[src/rtl/core/ed_pkg.sv]
// ---------------------------------------------------------------------------
// ed_pkg
// Shared widths and types for the euclidean distance stream.
// ---------------------------------------------------------------------------
package ed_pkg;

	localparam int COORD_BITS = 16;
	localparam int SUM_BITS   = 39;
	localparam int DIST_BITS  = 20;
	localparam int SQRT_STEPS = (SUM_BITS + 1) / 2;
	localparam int RAD_BITS   = 2 * SQRT_STEPS;
	localparam int REM_BITS   = DIST_BITS + 3;
	localparam int STEP_BITS  = $clog2(SQRT_STEPS);
	localparam int Q_DEPTH    = 4;
	localparam int Q_AW       = $clog2(Q_DEPTH);
	localparam int DIN_BITS   = 2 * COORD_BITS;
	localparam int DOUT_BITS  = ((DIST_BITS + 7) / 8) * 8;

	typedef logic [SUM_BITS-1:0] sum_t;

	// Queue status seen by the writer and the reader
	typedef struct packed {
		logic full;
		logic empty;
	} q_stat_t;

endpackage

[src/rtl/core/ed_front.sv]
// ---------------------------------------------------------------------------
// ed_front
// Accepts coordinate pairs, squares the difference and accumulates the
// saturating sum of squares; pushes the finished sum on the last element.
// ---------------------------------------------------------------------------
module ed_front (
	input  logic                          clk,
	input  logic                          arst_n,
	input  logic                          in_valid,
	output logic                          in_ready,
	input  logic [ed_pkg::COORD_BITS-1:0] coord_a,
	input  logic [ed_pkg::COORD_BITS-1:0] coord_b,
	input  logic                          last_element,
	input  ed_pkg::q_stat_t               q_stat,
	output logic                          push,
	output ed_pkg::sum_t                  push_data
);
	import ed_pkg::*;

	logic                      advance;
	logic                      v_s1, v_s2;
	logic                      last_s1, last_s2;
	logic [COORD_BITS-1:0]     diff_s1;
	logic [2*COORD_BITS-1:0]   sq_s2;
	sum_t                      acc_q;
	logic [SUM_BITS:0]         sum_w;
	sum_t                      sum_sat;

	// Whole front stalls only when a finished sum meets a full queue
	assign advance  = !(v_s2 && last_s2 && q_stat.full);
	assign in_ready = advance;

	// Saturating accumulate
	assign sum_w   = {1'b0, acc_q} + (SUM_BITS+1)'(sq_s2);
	assign sum_sat = sum_w[SUM_BITS] ? {SUM_BITS{1'b1}} : sum_w[SUM_BITS-1:0];

	assign push      = advance && v_s2 && last_s2;
	assign push_data = sum_sat;

	// Valid bits and running sum
	always_ff @(posedge clk or negedge arst_n) begin
		if (!arst_n) begin
			v_s1  <= 1'b0;
			v_s2  <= 1'b0;
			acc_q <= '0;
		end else if (advance) begin
			v_s1 <= in_valid;
			v_s2 <= v_s1;
			if (v_s2) begin
				acc_q <= last_s2 ? '0 : sum_sat;
			end
		end
	end

	// Absolute difference, then square
	always_ff @(posedge clk) begin
		if (advance) begin
			diff_s1 <= (coord_a >= coord_b) ? (coord_a - coord_b) : (coord_b - coord_a);
			last_s1 <= last_element;
			sq_s2   <= diff_s1 * diff_s1;
			last_s2 <= last_s1;
		end
	end

endmodule

[src/rtl/core/ed_fifo.sv]
// ---------------------------------------------------------------------------
// ed_fifo
// Short queue of finished sums between the front and the square root unit.
// ---------------------------------------------------------------------------
module ed_fifo (
	input  logic            clk,
	input  logic            arst_n,
	input  logic            push,
	input  ed_pkg::sum_t    push_data,
	input  logic            pop,
	output ed_pkg::sum_t    pop_data,
	output ed_pkg::q_stat_t stat
);
	import ed_pkg::*;

	sum_t            mem_q [Q_DEPTH];
	logic [Q_AW-1:0] wr_ptr_q, rd_ptr_q;
	logic [Q_AW:0]   count_q;

	assign stat.full  = (count_q == (Q_AW+1)'(Q_DEPTH));
	assign stat.empty = (count_q == '0);
	assign pop_data   = mem_q[rd_ptr_q];

	// Pointers and fill count
	always_ff @(posedge clk or negedge arst_n) begin
		if (!arst_n) begin
			wr_ptr_q <= '0;
			rd_ptr_q <= '0;
			count_q  <= '0;
		end else begin
			if (push) begin
				wr_ptr_q <= wr_ptr_q + 1'b1;
			end
			if (pop) begin
				rd_ptr_q <= rd_ptr_q + 1'b1;
			end
			case ({push, pop})
				2'b10:   count_q <= count_q + 1'b1;
				2'b01:   count_q <= count_q - 1'b1;
				default: count_q <= count_q;
			endcase
		end
	end

	// Storage
	always_ff @(posedge clk) begin
		if (push) begin
			mem_q[wr_ptr_q] <= push_data;
		end
	end

endmodule

[src/rtl/core/ed_sqrt.sv]
// ---------------------------------------------------------------------------
// ed_sqrt
// Back end: digit-by-digit floor square root, one result bit per cycle,
// with an output register on the master side.
// ---------------------------------------------------------------------------
module ed_sqrt (
	input  logic                         clk,
	input  logic                         arst_n,
	input  ed_pkg::q_stat_t              q_stat,
	input  ed_pkg::sum_t                 pop_data,
	output logic                         pop,
	output logic                         out_valid,
	input  logic                         out_ready,
	output logic [ed_pkg::DIST_BITS-1:0] distance
);
	import ed_pkg::*;

	typedef enum logic [2:0] {
		ST_IDLE = 3'b001,
		ST_CALC = 3'b010,
		ST_DONE = 3'b100
	} state_t;

	state_t                state_q;
	logic [STEP_BITS-1:0]  step_q;
	logic [RAD_BITS-1:0]   rad_q;
	logic [REM_BITS-1:0]   rem_q;
	logic [DIST_BITS-1:0]  root_q;
	logic [REM_BITS-1:0]   cand;
	logic [REM_BITS-1:0]   trial;
	logic                  ge;
	logic                  load_out;
	logic                  out_valid_q;
	logic [DIST_BITS-1:0]  dist_q;

	// One root bit: bring down two radicand bits, try root*4+1
	assign cand  = {rem_q[REM_BITS-3:0], rad_q[RAD_BITS-1 -: 2]};
	assign trial = {1'b0, root_q, 2'b01};
	assign ge    = (cand >= trial);

	assign pop       = (state_q == ST_IDLE) && !q_stat.empty;
	assign load_out  = (state_q == ST_DONE) && (!out_valid_q || out_ready);
	assign out_valid = out_valid_q;
	assign distance  = dist_q;

	// Sequencer
	always_ff @(posedge clk or negedge arst_n) begin
		if (!arst_n) begin
			state_q     <= ST_IDLE;
			step_q      <= '0;
			out_valid_q <= 1'b0;
		end else begin
			case (state_q)
				ST_IDLE: begin
					if (pop) begin
						state_q <= ST_CALC;
						step_q  <= STEP_BITS'(SQRT_STEPS - 1);
					end
				end
				ST_CALC: begin
					if (step_q == '0) begin
						state_q <= ST_DONE;
					end else begin
						step_q <= step_q - 1'b1;
					end
				end
				ST_DONE: begin
					if (load_out) begin
						state_q <= ST_IDLE;
					end
				end
				default: state_q <= ST_IDLE;
			endcase
			if (load_out) begin
				out_valid_q <= 1'b1;
			end else if (out_ready) begin
				out_valid_q <= 1'b0;
			end
		end
	end

	// Datapath
	always_ff @(posedge clk) begin
		if (pop) begin
			rad_q  <= RAD_BITS'(pop_data);
			rem_q  <= '0;
			root_q <= '0;
		end else if (state_q == ST_CALC) begin
			rad_q  <= {rad_q[RAD_BITS-3:0], 2'b00};
			rem_q  <= ge ? (cand - trial) : cand;
			root_q <= {root_q[DIST_BITS-2:0], ge};
		end
		if (load_out) begin
			dist_q <= root_q;
		end
	end

endmodule

[src/rtl/core/euclidean_distance_stream.sv]
// ---------------------------------------------------------------------------
// euclidean_distance_stream
// Streaming Euclidean distance between two points in unsigned Q0.16.
// ---------------------------------------------------------------------------
// Slave side carries one component pair per word: coord_a in s_tdata[15:0],
// coord_b in s_tdata[31:16]; s_tlast marks the last component of a vector.
// Each pair's squared difference is added to a saturating 39-bit sum
// (LSB 2^-32). On the last word the sum goes to a four-entry queue and is
// cleared for the next vector.
// Master side returns one word per vector: m_tdata[19:0] is the floor square
// root of the sum (LSB 2^-16), upper bits zero.
// Input accepts one word per cycle unless a finished sum meets a full queue.
// The square root unit resolves one result bit per cycle and holds one
// vector at a time (pop, 20 steps, hand-off); short vectors are absorbed
// by the queue and then back-pressure s_tready.
// Reset clears the sum, the queue and all valid flags; s_tready is high
// right after reset. A stalled m_tready holds the result in the output
// register and, once the queue fills, stalls the slave side.
// ---------------------------------------------------------------------------
module euclidean_distance_stream (
	input  logic                         clk,
	input  logic                         arst_n,
	input  logic                         s_tvalid,
	output logic                         s_tready,
	input  logic [ed_pkg::DIN_BITS-1:0]  s_tdata,  // coord_a, coord_b
	input  logic                         s_tlast,  // last_element
	output logic                         m_tvalid,
	input  logic                         m_tready,
	output logic [ed_pkg::DOUT_BITS-1:0] m_tdata   // distance, zero pad
);
	import ed_pkg::*;

	q_stat_t              q_stat;
	logic                 push, pop;
	sum_t                 push_data, pop_data;
	logic [DIST_BITS-1:0] distance;

	// Front: difference, square, accumulate
	ed_front u_front (
		.clk          (clk),
		.arst_n       (arst_n),
		.in_valid     (s_tvalid),
		.in_ready     (s_tready),
		.coord_a      (s_tdata[COORD_BITS-1:0]),
		.coord_b      (s_tdata[2*COORD_BITS-1:COORD_BITS]),
		.last_element (s_tlast),
		.q_stat       (q_stat),
		.push         (push),
		.push_data    (push_data)
	);

	// Queue of finished sums
	ed_fifo u_fifo (
		.clk       (clk),
		.arst_n    (arst_n),
		.push      (push),
		.push_data (push_data),
		.pop       (pop),
		.pop_data  (pop_data),
		.stat      (q_stat)
	);

	// Back: square root and output register
	ed_sqrt u_sqrt (
		.clk       (clk),
		.arst_n    (arst_n),
		.q_stat    (q_stat),
		.pop_data  (pop_data),
		.pop       (pop),
		.out_valid (m_tvalid),
		.out_ready (m_tready),
		.distance  (distance)
	);

	assign m_tdata = DOUT_BITS'(distance);

endmodule

[config.mk]
export PLATFORM = sky130hd
export DESIGN_NAME = euclidean_distance_stream
export DESIGN_NICKNAME = d
export VERILOG_FILES = /design/src/rtl/core/ed_pkg.sv /design/src/rtl/core/ed_front.sv /design/src/rtl/core/ed_fifo.sv /design/src/rtl/core/ed_sqrt.sv /design/src/rtl/core/euclidean_distance_stream.sv
export SDC_FILE = /design/constraint.sdc
export NUM_CORES = 1
export LEC_CHECK = 0
export ABC_AREA = 1
export BUFFER_PORTS_ARGS = -buffer_cell sky130_fd_sc_hd__buf_2
export CORE_AREA = 2 2 250 252
export DETAILED_ROUTE_END_ITERATION = 8
export DIE_AREA = 0 0 252 254
export GPL_ROUTABILITY_DRIVEN = 0
export SLEW_MARGIN = 20
export SYNTH_ARGS = -nofsm -noshare
export SYNTH_HDL_FRONTEND = slang
export SYNTH_SLANG_ARGS = --single-unit
[constraint.sdc]
create_clock -name clk -period 16 [get_ports clk]
set_input_delay 2.4 -clock clk [delete_from_list [all_inputs] [get_ports clk]]
set_output_delay 2.4 -clock clk [all_outputs]
set_load 0.02 [all_outputs]
Yosys cells after proc, flatten, opt, wreduce, memory -nomap -nowiden --
Memory sizes are Yosys's and may differ from the RTL's. Cells that the tools add are included.
Operators by class: $add $sub $neg 9, multipliers 1, divide/modulo/power cells 0, $lt $le $gt $ge 2, equal/unequal tests 10, shift-type cells 0, mux-type cells 18, bitwise operators 1, reductions and logical operators 19
Operators by type and width (count):
- 39-bit two-way mux | 4
- 39-bit by 32-bit adder with 40-bit output | 1
- 16-bit by 16-bit multiplier with 32-bit output | 1
- 16-bit subtractor | 2
- 23-bit by 22-bit >= comparator with 1-bit output | 1
- 21-bit two-way mux | 1
- 21-bit subtractor | 1
- 16-bit >= comparator | 1
- 16-bit two-way mux | 1
- 5-bit two-way mux | 2
- 5-bit one-hot mux with 2 select lines | 1
- 3-bit two-way mux | 3
- 3-bit one-hot mux with 3 select lines | 1
- 2-bit nonzero test | 4
- 3-bit equality test (second input constant) | 2
- 1-bit logical AND | 6
- 3-bit one-hot mux with 2 select lines | 1
- 3-bit AND reduction | 2
- 5-bit logical NOT | 1
- 5-bit by 1-bit subtractor with 5-bit output (second input constant) | 1
- 2-bit by 1-bit adder with 2-bit output (second input constant) | 2
- 1-bit two-way mux | 4
- 2-bit by 1-bit != test with 1-bit output (second input constant) | 2
- 2-bit != test (second input constant) | 2
- other kinds (11) | 13
Word-level totals: bits in registers 208, latch bits 0, RAM bits 156, bits in read-only memories 0, input port bits 37, output and inout bits 26, word-level logic and storage cells 79, memories kept 1
Memory list:
- u_fifo.mem_q | depth 4, width 39, read ports 1, clocked after Yosys merged registers in 0, wr ports 1, RTL line ed_fifo.sv:16 | sum_t mem_q [Q_DEPTH];

Depth between registers and ports, before layout --
word-level depth 7, depth in mapped cells 26, gate-level depth less buffers 24

By module --
A second synthesis with hierarchy kept.
Unflattened totals: cells, all modules 3401, area, all modules 28330.9 um^2
Modules (own cells, without submodules):
- ed_front | times used 1, cells an instance 2149, area an instance 15667.5 um^2, seq. area each 2497.4 um^2
- ed_fifo | times used 1, cells an instance 504, area an instance 6809.0 um^2, seq. area each 4859.7 um^2
- ed_sqrt | times used 1, cells an instance 743, area an instance 5820.6 um^2, seq. area each 2839.0 um^2
- euclidean_distance_stream | times used 1, cells an instance 5, area an instance 33.8 um^2, seq. area each 0.0 um^2

Worst setup path before layout --
OpenSTA, ideal clock, no wires.
kind register to register, start point reg u_front.diff_s1[4], end point reg u_front.sq_s2[21] (data pin), setup time 258 ps, arrival time 5320 ps, data required time 15742 ps, path slack 10422 ps, cell stages (with the launch flop) 21, buffers on the path 2, clock period less this slack 5578 ps, cell sequence edfxtp_1 > clkbuf_1 > clkbuf_1 > nand2_1 > fa_1 > inv_1 > fa_1 > fa_1 > fa_1 > fa_1 > inv_1 > fa_1 > inv_1 > ha_1 > a21oi_1 > o21a_1 > o21ai_0 > a21oi_1 > nor2_1 > nor2_1 > xnor2_1
Between the ends: word-level cells in the longest chain between the ends 1
Ends and longest elaborated chain:
- from (decl) | RTL line ed_front.sv:23 | logic [COORD_BITS-1:0] diff_s1;
- from (signal assigned) | RTL line ed_front.sv:58 | diff_s1 <= (coord_a >= coord_b) ? (coord_a - coord_b) : (coord_b - coord_a);
- 16-bit by 16-bit multiplier with 32-bit output | RTL line ed_front.sv:60 | sq_s2 <= diff_s1 * diff_s1;
- to (signal assigned) | RTL line ed_front.sv:60
- to (decl) | RTL line ed_front.sv:24 | logic [2*COORD_BITS-1:0] sq_s2;
Every way passes these cells. A chain may end at the register's enable or synchronous reset.

Final worst setup path --
start point reg u_front.diff_s1[1], end point reg u_front.sq_s2[22] (data pin)
Same word-level chain as after synthesis.

==> results.toml <==
[min_path]
hold_path_end = "u_sqrt.distance[4]"
hp-start = "u_sqrt.root_q[4]"
min_path_type = "register to register"
min_path_cells = 0

[critical_path]
r2r_cells = 21
cp_max_fo = 18
rrSetupSlack_ps = 9890
critical_path_buf_inv_count = 5
crit_path_end_kind = "register"
crit_path_max_incr_delay_ps = 780
r2r_end = "u_front.sq_s2[22]"
cp_top_family = "adder cells"
crit_slowest_cell = "edfxtp_1"
arrival_ps = 6400
rr_startpoint = "u_front.diff_s1[1]"
worstPathCellList = "nand2_1 -> xor2_1 -> ha_1 -> inv_1 -> fa_1 -> inv_1 -> fa_1 -> fa_1 -> fa_1 -> inv_1 -> fa_1 -> inv_1 -> ha_1 -> nand2_1 -> nor2_1 -> inv_1 -> nor3_1 -> a21o_1 -> nand2_1 -> nand3_1 -> nand2_1"
worstSetupPathType = "register to register"
cp-start-kind = "register"
required_ps = 16290

[route]
drc = 0
detail_route.first_pass.iterations = 6
vias_per_cell = 5.028
routedWlPerCell_um = 15.86
totalWireLength_um = 65810
drtIter0Drc = 1433
num_vias = 20866
postRouteAntennaNets = 0

[finish]
syn2layout_area_growth_pct = 8.684
nFillCells = 5987
design_area_mm2 = 0.02974
final_util = 0.4855
diodes = 0
nets = 3721
drive_gt1_frac = 0.06220

[synth]
synthesis.area_mm2 = 0.02736
synth-edff-count = 264
synth_area_leader_cell = "edfxtp_1"
syn_avg_cell_area_um2 = 8.264
synth-seq-cells = 363
synth.distinct_cells = 52
synth_cells = 3311
synth_top_area_frac = 0.2897
synth-main-ff-cell = "edfxtp_1"
yosys_warnings = 0
async_flop_share = 0.1570
synthTopCellsByArea = "edfxtp_1 (29%), fa_1 (12%), nand2_1 (11%), ha_1 (8.7%), inv_1 (8.4%)"
ys_seq_area_frac = 0.3726

[global_route]
grt_first_pass_wirelength_um = 107900
antenna_found_initial = 0
track_usage = 0.2103
overflow = 0
first_global_vias = 20422
grt_max_degree = 80

[clock_tree]
cts_root_buf = "clkbuf_16"
clock_sinks = 363
htreeDepth = 2
clkLatencyLatePin_ps = 560
cts_tree = "done"
post_cts_buffers = 0
post_cts_resize_count = 0
numCtsBuffers = 41
hold_buffers = 0
path_clk_slew_ps = 60
clockBufferDepth = 3

[timing]
slew_viol_final = 0
worst_pin_slew_ps = 884.1
tns_ps = 0
rsz0062_at_grt = "false"
setup_viol = 0
clock.fmax_mhz = 163.6
hold_viol_final = 0
fin_crit_ps = 6112
slew_headroom = 0.4044
fin_hold_ws_ps = 426.2
fin_skew_ps = 24.52
final.period_utilization = 0.3820

[outcome]
outcome = "complete, no violations"

[placed_design]
portBuffers = 58
placed_area_mm2 = 0.02835
dp_hpwl_um = 49090

[floorplan]
rows = 91
start_util = 0.4467
die_w_um = 252
ioPinCount = 63
coreArea_mm2 = 0.06126
die_h_um = 254
dieArea_mm2 = 0.06401

[run]
drv_cap = 0
## registers in the layout, summed over array words and instances, names as in the netlist
register	flops
u_front.diff_s1	16
u_front.last_s2	1
u_sqrt.root_q	20
u_sqrt.state_q	3
u_fifo.wr_ptr_q	2
u_fifo.rd_ptr_q	2
u_sqrt.distance	20
u_sqrt.step_q	5
u_sqrt.out_valid	1
u_fifo.count_q	3
u_fifo.mem_q	156
u_front.v_s2	1
u_front.v_s1	1
u_sqrt.rad_q	40
u_front.acc_q	39
u_front.sq_s2	31
u_front.last_s1	1
u_sqrt.rem_q	21
## worst max-delay path by stage
| stage | start | to | slack, ps | cells past startpoint |
|---|---|---|---|---|
| floorplan | u_front.diff_s1[4] | u_front.sq_s2[21] | 10420 | 20 |
| global placement | u_front.diff_s1[9] | u_front.sq_s2[22] | 10000 | 19 |
| detailed placement | u_front.diff_s1[1] | u_front.sq_s2[18] | 9940 | 19 |
| CTS | u_front.diff_s1[1] | u_front.sq_s2[18] | 9900 | 19 |
| global route | u_front.diff_s1[9] | u_front.sq_s2[22] | 9590 | 19 |
| finish | u_front.diff_s1[1] | u_front.sq_s2[22] | 9890 | 21 |
## layout by cell type, fill, tap and decap left out, types with 19 or more instances in the layout
cell type  instances
nor2_1           370
clkbuf_16         42
buf_2             58
dfrtp_1           55
nand4_1           34
a21oi_1          103
dfxtp_1           42
nor3_1            27
nand2_1          813
xor2_1            74
buf_4             19
o21ai_0          140
fa_1             166
nand3_1          126
a31oi_1           42
o22ai_1           19
ha_1             191
inv_1            608
edfxtp_1         264
## final cells by class
cell class              count  area, um2  share of cell area
clock buffers              52       1139             0.03829
clock inverters            24      245.2            0.008247
inverters                 624       2342             0.07876
multi-input cells        2220      14390              0.4840
flip-flops and latches    363      10200              0.3429
well taps                 790      988.4             0.03324
repair buffers             77      432.9             0.01456
## Yosys cell counts, drive strengths merged (56+ instances only)
cell type,n
nand2,823
inv,623
nor2,378
edfxtp,264
ha,191
fa,166
o21ai,143
nand3,142
a21oi,107
xor2,74
clkbuf,70
dfrtp,56
## routing by layer
metal	track usage	vias to the layer above	part of all wire
met2	0.3387	395	0.45
li1	-	10465	-
met5	0	-	0
met3	0.02171	79	0.038
met4	0.05072	0	0.020
met1	0.3048	9927	0.49
## per-stage QoR
step,std cells,setup WS [ps]
after global placement,4074,10000
after CTS,4150,9903
after global routing,4150,9594
after detailed placement,4074,9941
after floorplan,3314,10420
final,4150,9888
## logic make-up after synthesis
kind of cell               after synthesis  share of synthesized area
and+or+nand+nor                       1416                     0.2137
buffers and inverters                  731                     0.1037
DFF                                    363                     0.3726
adders and majority gates              357                     0.2088
AOI/OAI and AO/OA                      354                    0.07239
xor gates and xnor gates                87                    0.02785
muxes                                    2                  0.0007774
other                                    1                  0.0001371
Power is left out: the tool's default activity adds up to more than one toggle a clock period on the data nets, which glitch-free logic cannot reach.
